## config.mk

```make
export PLATFORM = sky130hd
export DESIGN_NAME = token_scanner_core
export DESIGN_NICKNAME = d
export VERILOG_FILES = /design/src/rtl/core/tsc_pkg.sv /design/src/rtl/core/token_scanner_core.sv
export SDC_FILE = /design/constraint.sdc
export NUM_CORES = 1
export LEC_CHECK = 0
export BUFFER_PORTS_ARGS = -buffer_cell sky130_fd_sc_hd__clkbuf_2
export CORE_UTILIZATION = 50
export CTS_CLUSTER_SIZE = 12
export DETAILED_ROUTE_END_ITERATION = 6
export PLACE_DENSITY = 0.65
export SLEW_MARGIN = 10
export SYNTH_ARGS = -nofsm -noshare
export SYNTH_HDL_FRONTEND = slang
export SYNTH_SLANG_ARGS = --single-unit
```

## constraint.sdc

```tcl
create_clock -name clk_i -period 5.3 [get_ports clk_i]
set_clock_uncertainty 0.15 [all_clocks]
set_input_delay 0.53 -clock clk_i [delete_from_list [all_inputs] [get_ports clk_i]]
set_output_delay 0.53 -clock clk_i [all_outputs]
set_load 0.03 [all_outputs]
```

## src/rtl/core/tsc_pkg.sv

```systemverilog
// Package for the token scanner: token kind codes, run and keyword codes,
// caps on length and offset, result queue sizing and the result record type.
// No dependencies.
`timescale 1ns / 1ps

package tsc_pkg;

  // Caps on token length and byte offset.
  localparam int unsigned MaxTokenLen  = 255;
  localparam int unsigned MaxSourceLen = 65536;
  localparam logic [7:0]  LEN_CAP = (MaxTokenLen < 255) ? 8'(MaxTokenLen) : 8'd255;
  localparam logic [15:0] POS_CAP = ((MaxSourceLen - 1) < 65535) ?
                                    16'(MaxSourceLen - 1) : 16'd65535;

  // Result queue: one item may produce two results.
  localparam int unsigned FIFO_DEPTH = 4;
  localparam int unsigned FIFO_AW    = $clog2(FIFO_DEPTH);

  typedef enum logic [2:0] {
    KIND_NUMBER = 3'd0,
    KIND_IDENT  = 3'd1,
    KIND_LET    = 3'd2,
    KIND_EQUALS = 3'd3,
    KIND_PLUS   = 3'd4,
    KIND_SEMI   = 3'd5,
    KIND_END    = 3'd6
  } kind_e;

  // Open run.
  localparam logic [1:0] MODE_NONE  = 2'd0;
  localparam logic [1:0] MODE_NUM   = 2'd1;
  localparam logic [1:0] MODE_IDENT = 2'd2;

  // Keyword match progress toward "let".
  localparam logic [2:0] KW_NONE = 3'd0;
  localparam logic [2:0] KW_L    = 3'd1;
  localparam logic [2:0] KW_LE   = 3'd2;
  localparam logic [2:0] KW_LET  = 3'd3;
  localparam logic [2:0] KW_MISS = 3'd4;

  localparam logic [7:0] CHAR_END   = 8'h00;
  localparam logic [7:0] CHAR_EQ    = 8'h3d;
  localparam logic [7:0] CHAR_PLUS  = 8'h2b;
  localparam logic [7:0] CHAR_SEMI  = 8'h3b;
  localparam logic [7:0] CHAR_LOW_L = 8'h6c;
  localparam logic [7:0] CHAR_LOW_E = 8'h65;
  localparam logic [7:0] CHAR_LOW_T = 8'h74;

  typedef struct packed {
    kind_e       kind;
    logic [15:0] start;
    logic [7:0]  len;
    logic        sat;
    logic        last;
  } result_t;

endpackage

```

## src/rtl/core/token_scanner_core.sv

```systemverilog
// Token scanner top level: byte-serial lexer with a small result queue.
// Depends on tsc_pkg.
`timescale 1ns / 1ps

//  channel | direction | handshake               | payload
//  input   | in        | in_valid_i / in_stall_o | character_i
//  output  | out       | out_valid_o / out_stall_i | token_kind_o, start_offset_o,
//          |           |                         | token_length_o, length_saturated_o,
//          |           |                         | last_of_run_o
//
// One byte is accepted per cycle unless stalled; its results enter a four-entry
// queue in the same edge; if it was empty, the first one is visible on the next
// cycle. A byte yields zero, one or two results; the queue drains one per cycle
// unless stalled, so sustained rate is one byte per cycle unless bytes produce
// two results. in_stall_o rises while fewer than two queue entries are free.
// Reset clears the scanner state and empties the queue; no clearing pass.
module token_scanner_core (
  input  logic        clk_i,
  input  logic        rst_ni,
  input  logic        in_valid_i,
  output logic        in_stall_o,
  input  logic [7:0]  character_i,
  output logic        out_valid_o,
  input  logic        out_stall_i,
  output logic [2:0]  token_kind_o,
  output logic [15:0] start_offset_o,
  output logic [7:0]  token_length_o,
  output logic        length_saturated_o,
  output logic        last_of_run_o
);

  logic [1:0]  run_mode_q, run_mode_d;
  logic [2:0]  kw_prog_q, kw_prog_d;
  logic [15:0] run_start_q, run_start_d;
  logic [7:0]  run_len_q, run_len_d;
  logic        run_ovf_q, run_ovf_d;
  logic [15:0] byte_pos_q, byte_pos_d;

  tsc_pkg::result_t res0, res1;
  logic [1:0]       res_n;

  logic [tsc_pkg::FIFO_AW-1:0] wr_ptr_q, rd_ptr_q;
  logic [tsc_pkg::FIFO_AW:0]   cnt_q;
  tsc_pkg::result_t            fifo_mem [tsc_pkg::FIFO_DEPTH];

  logic in_acc, out_acc;
  logic is_digit, is_letter, extend;
  logic [2:0] kw_step;

  assign in_stall_o = (cnt_q > (tsc_pkg::FIFO_AW+1)'(tsc_pkg::FIFO_DEPTH - 2));
  assign in_acc     = in_valid_i && !in_stall_o;
  assign out_valid_o = (cnt_q != '0);
  assign out_acc    = out_valid_o && !out_stall_i;

  assign is_digit  = (character_i >= 8'h30) && (character_i <= 8'h39);
  assign is_letter = ((character_i >= 8'h61) && (character_i <= 8'h7a)) ||
                     ((character_i >= 8'h41) && (character_i <= 8'h5a));

  always_comb begin
    kw_step = tsc_pkg::KW_MISS;
    if (kw_prog_q == tsc_pkg::KW_NONE && character_i == tsc_pkg::CHAR_LOW_L) begin
      kw_step = tsc_pkg::KW_L;
    end else if (kw_prog_q == tsc_pkg::KW_L && character_i == tsc_pkg::CHAR_LOW_E) begin
      kw_step = tsc_pkg::KW_LE;
    end else if (kw_prog_q == tsc_pkg::KW_LE && character_i == tsc_pkg::CHAR_LOW_T) begin
      kw_step = tsc_pkg::KW_LET;
    end
  end

  always_comb begin
    run_mode_d  = run_mode_q;
    kw_prog_d   = kw_prog_q;
    run_start_d = run_start_q;
    run_len_d   = run_len_q;
    run_ovf_d   = run_ovf_q;
    byte_pos_d  = byte_pos_q;
    res0  = '{kind: tsc_pkg::KIND_NUMBER, start: run_start_q, len: run_len_q,
              sat: run_ovf_q, last: 1'b0};
    res1  = '{kind: tsc_pkg::KIND_END, start: byte_pos_q, len: 8'd0,
              sat: 1'b0, last: 1'b1};
    res_n = 2'd0;
    extend = (run_mode_q == tsc_pkg::MODE_NUM && is_digit) ||
             (run_mode_q == tsc_pkg::MODE_IDENT && (is_digit || is_letter));

    if (in_acc) begin
      if (byte_pos_q < tsc_pkg::POS_CAP) begin
        byte_pos_d = byte_pos_q + 16'd1;
      end
      if (extend) begin
        if (run_mode_q == tsc_pkg::MODE_IDENT) begin
          kw_prog_d = kw_step;
        end
        if (run_len_q < tsc_pkg::LEN_CAP) begin
          run_len_d = run_len_q + 8'd1;
        end else begin
          run_ovf_d = 1'b1;
        end
      end else begin
        // Close any open run, then look at the byte on its own.
        if (run_mode_q != tsc_pkg::MODE_NONE) begin
          res_n = 2'd1;
          if (run_mode_q == tsc_pkg::MODE_IDENT) begin
            res0.kind = (kw_prog_q == tsc_pkg::KW_LET) ? tsc_pkg::KIND_LET
                                                       : tsc_pkg::KIND_IDENT;
          end
        end
        run_mode_d  = tsc_pkg::MODE_NONE;
        kw_prog_d   = tsc_pkg::KW_NONE;
        run_start_d = '0;
        run_len_d   = '0;
        run_ovf_d   = 1'b0;

        if (character_i == tsc_pkg::CHAR_END) begin
          res_n      = res_n + 2'd1;
          byte_pos_d = '0;
        end else if (character_i == tsc_pkg::CHAR_EQ ||
                     character_i == tsc_pkg::CHAR_PLUS ||
                     character_i == tsc_pkg::CHAR_SEMI) begin
          res_n     = res_n + 2'd1;
          res1.len  = 8'd1;
          res1.kind = (character_i == tsc_pkg::CHAR_EQ)   ? tsc_pkg::KIND_EQUALS :
                      (character_i == tsc_pkg::CHAR_PLUS) ? tsc_pkg::KIND_PLUS
                                                          : tsc_pkg::KIND_SEMI;
        end else if (is_digit || is_letter) begin
          run_mode_d  = is_digit ? tsc_pkg::MODE_NUM : tsc_pkg::MODE_IDENT;
          run_start_d = byte_pos_q;
          run_len_d   = 8'd1;
          kw_prog_d   = (is_letter && character_i == tsc_pkg::CHAR_LOW_L) ?
                        tsc_pkg::KW_L : tsc_pkg::KW_MISS;
        end

        // A lone symbol or end token goes out as the only result.
        if (run_mode_q == tsc_pkg::MODE_NONE) begin
          res0 = res1;
        end else if (res_n == 2'd1) begin
          res0.last = 1'b1;
        end
      end
    end
  end

  always_ff @(posedge clk_i or negedge rst_ni) begin
    if (!rst_ni) begin
      run_mode_q  <= tsc_pkg::MODE_NONE;
      kw_prog_q   <= tsc_pkg::KW_NONE;
      run_start_q <= '0;
      run_len_q   <= '0;
      run_ovf_q   <= 1'b0;
      byte_pos_q  <= '0;
      wr_ptr_q    <= '0;
      rd_ptr_q    <= '0;
      cnt_q       <= '0;
    end else begin
      run_mode_q  <= run_mode_d;
      kw_prog_q   <= kw_prog_d;
      run_start_q <= run_start_d;
      run_len_q   <= run_len_d;
      run_ovf_q   <= run_ovf_d;
      byte_pos_q  <= byte_pos_d;
      wr_ptr_q    <= wr_ptr_q + tsc_pkg::FIFO_AW'(res_n);
      if (out_acc) begin
        rd_ptr_q <= rd_ptr_q + tsc_pkg::FIFO_AW'(1);
      end
      cnt_q <= cnt_q + (tsc_pkg::FIFO_AW+1)'(res_n) -
               (tsc_pkg::FIFO_AW+1)'(out_acc);
    end
  end

  always_ff @(posedge clk_i) begin
    if (res_n != 2'd0) begin
      fifo_mem[wr_ptr_q] <= res0;
    end
    if (res_n == 2'd2) begin
      fifo_mem[wr_ptr_q + tsc_pkg::FIFO_AW'(1)] <= res1;
    end
  end

  assign token_kind_o       = fifo_mem[rd_ptr_q].kind;
  assign start_offset_o     = fifo_mem[rd_ptr_q].start;
  assign token_length_o     = fifo_mem[rd_ptr_q].len;
  assign length_saturated_o = fifo_mem[rd_ptr_q].sat;
  assign last_of_run_o      = fifo_mem[rd_ptr_q].last;

endmodule

```

==> key figures <==
Timing
  • Final worst-path cycle share: 72.6%
  • Final setup vio count: 0
  • Slew Viols, Final: 0
  • Max-slew headroom: between 20 and 30%
  • Fin. Hold Viols: 0
  • RSZ-0062 raised after global routing: false
  • Fmax: 0.260 GHz
  • Tightest Pin Transition: ~1100 ps
  • Fin crit period: 3850 ps
  • Final TNS setup: 0 ps

Critical path
  • Reg2reg end: fifo_mem[0][15]$_DFFE_PP_
  • Worst setup EP type: flop
  • Critical Path Start: cnt_q[0]$_DFF_PN0_
  • Worst R2R Start: cnt_q[0]$_DFF_PN0_
  • Critical Path Sink: fifo_mem[0][15]$_DFFE_PP_
  • Crit path DAT: 3990 ps
  • R2R Setup Slk: 1450 ps
  • CP Launch Type: flop
  • Worst Path Required: between 5000 and 6000 ps
  • CP Class: flop to flop
  • Critical path peak fanout: 22
  • FF-to-FF path depth: 7

Yosys
  • Yosys reg bits: 169
  • Mapped Area: 8440 sq um
  • Syn_nets: roughly 700
  • Synth Flop Type: edfxtp_1
  • Post-synthesis async set-or-reset flop share: around a third
  • Seq/Total Area, Yosys: 52.7%
  • EDFF count, synth: 80
  • Post-Synthesis Mean Instance Area: 12.2 sq um
  • Synth Instances: around 690
  • Yosys cell types: 73
  • Warning count from the yosys run: 0

Detailed routing
  • Drt initial violations: 605
  • DR WL/cell: around 23 um
  • Routed wire length: about 21 mm
  • TritonRoute pass-1 iters: 6
  • Remaining antenna violation count: 0
  • Residual DRC: 0
  • Vias: 6079
  • Vias/cell: 6.53

Global routing
  • Met2 usage: 39.2%
  • Vias in the first global route: 5847
  • Gr usage total: about 25%
  • First-pass GRT wire length: 32.6 mm
  • GRT busiest layer: met2
  • Met1 Use GR: about 34%
  • Pin count of the biggest net entering global routing: 54
  • Met3 Use GR: 4.84%
  • GRT overflow: 0
  • Initial antenna violation count: 0

Power and ir drop
  • Final Power: roughly 4.1 mW
  • Worst vdd ir: 0.000266 V
  • P per Cell Area: approximately 450 nW/um^2
  • LEAKAGE: 3.52 nW

Clock tree
  • TritonCTS clock tree: yes
  • Hold buffers post-CTS: 0
  • CTS Buffer Depth: 2
  • Root buffer cell: clkbuf_16
  • CTS buffer count: 17
  • Worst-Skew Late Latency: ~420 ps
  • Post-CTS setup buffers: 0
  • H-tree depth: 4
  • Resized Gates After CTS: 0
  • Clock-pin slew on the worst setup and hold paths: ~70 ps
  • # clock sinks: 169

Final layout
  • Commonest non-fill, non-tap cells in the layout: 86 x a22o_1, 80 x edfxtp_1, 52 x dfrtp_1
  • Fraction of layout cells with a size suffix above 1: 18.4%
  • FF+latch area: 4450 sq um
  • Antenna diode count: 0
  • Most common cell after layout, fill and taps aside: a22o_1
  • Fill cells: 1378
  • Area of the multi-input gates: 3630 sq um
  • Final #Nets: slightly above 700
  • Area Growth Syn to Fin: 9.89%

Placed design
  • GP Congestion: 0.861
  • Port Buf Inserts: 42
  • DP HPWL: roughly 14 mm

Floorplanning
  • Chip width: 132 um
  • Num rows: 47
  • Die area: 17400 sq um
  • I/O pins: 43
  • Die Height: ~130 um
  • Starting Density: 51.1%
  • Core area: 16500 sq um

Run
  • Number of max-cap violations: 0

Run status
  • Outcome: complete, no violations

Hold path
  • Min-delay worst type: primary input to asynchronous set/reset pin
[critical path, stage by stage (launching register included)]
cell      delay, ps
dfrtp_1         390
a21oi_1         320
inv_1           190
nor2_1          570
buf_4           300
o2111a_1        770
and3_1          770
a22o_1          240
[final cells by class]
| type | count | share of cell area (%) |
|---|---|---|
| Sequential cell | 169 | 48.0 |
| Multi-Input combinational cell | 444 | 39.2 |
| Clock buffer | 18 | 4.63 |
| Timing Repair Buffer | 52 | 3.08 |
| Tap cell | 220 | 2.97 |
| Clock inverter | 14 | 1.61 |
| Inverter | 14 | 0.566 |
[cells by family (layout without fill, tap and decap cells)]
family / Yosys count / after routing / synth area share [%]
AOI/OAI and AO/OA: 211 / 211 / 19.7
xor gates and xnor gates: 21 / 21 / 2.18
buffers and inverters: 78 / 98 / 4.24
muxes: 31 / 31 / 7.97
DFF: 169 / 169 / 52.7
adders and majority gates: 8 / 8 / 1.27
and+or+nand+nor: 173 / 173 / 12.0
[registers in the layout, indices dropped and copies added, names as in the netlist]
signal,count
fifo_mem,116
rd_ptr_q,2
run_len_q,8
cnt_q,3
wr_ptr_q,2
byte_pos_q,16
run_start_q,16
kw_prog_q,3
run_mode_q,2
run_ovf_q,1
[worst min-delay path by stage]
stage,endpoint,slack (ps),cells after the start
after detailed placement,fifo_mem[2][0]$_SDFFE_PP1N_,300,1
final,run_start_q[4]$_DFFE_PN0P_,100,2
after CTS,run_len_q[4]$_DFFE_PN0P_,120,2
after global placement,fifo_mem[3][5]$_SDFFE_PP0N_,290,1
after global routing,run_start_q[4]$_DFFE_PN0P_,150,2
after floorplan,byte_pos_q[0]$_DFFE_PN0P_,80,0
[per-layer routing]
| metal | part of all wire [%] | vias up |
|---|---|---|
| li1 | - | 2736 |
| met1 | 44 | 3075 |
| met2 | 48 | 236 |
| met3 | 6.7 | 32 |
| met4 | 1.7 | 0 |
| met5 | 0 | - |
[synth_stat cells, types with 3 or more instances]
master    count  area share, %
a22o_1       86            8.9
edfxtp_1     80             28
dfrtp_1      53             16
clkbuf_1     37            1.6
dfxtp_1      36            8.5
nand2_1      34            1.5
nor2_1       30            1.3
a21oi_1      29            1.7
mux4_2       29            7.7
o21ai_0      28            1.7
nand4_1      26            1.9
nand3_1      17            1.0
a32o_1       16            1.9
xor2_1       15            1.6
inv_1        14           0.62
nor3_1       11           0.65
and3_1       10           0.74
buf_1         9           0.40
buf_2         9           0.53
ha_1          7            1.0
a211o_1       6           0.62
buf_6         6           0.80
nor2b_1       6           0.44
or3_1         6           0.44
xnor2_1       6           0.62
a31oi_1       5           0.37
nor3_4        5           0.96
and2_1        4           0.30
o22ai_1       4           0.30
a21o_1        3           0.27
and4_1        3           0.31
nand2b_1      3           0.22
nor4bb_1      3           0.36
o211ai_1      3           0.27
o31ai_1       3           0.27
[power by group]
| part | switching, mW | internal (mW) | leakage, nW |
|---|---|---|---|
| combinational | 0.753 | 0.420 | 1.46 |
| sequential | 0.267 | 1.48 | 1.80 |
| clock | 0.523 | 0.696 | 0.266 |
| total | 1.54 | 2.59 | 3.52 |
[stage by stage]
stage / cell area, sq um / hold slack [ps] / instances / worst slack [ps] / util, %
after global placement: 8700 / 293 / 899 / 1330 / 52.6
final: 9280 / 96.0 / 931 / 1450 / 56.1
after global routing: 9280 / 149 / 931 / 1240 / 56.1
after CTS: 9280 / 120 / 931 / 1470 / 56.1
after detailed placement: 8700 / 303 / 899 / 1160 / 52.6
after floorplan: 8440 / 84.4 / 691 / 1710 / -
Power figures use the tool's default switching activity.
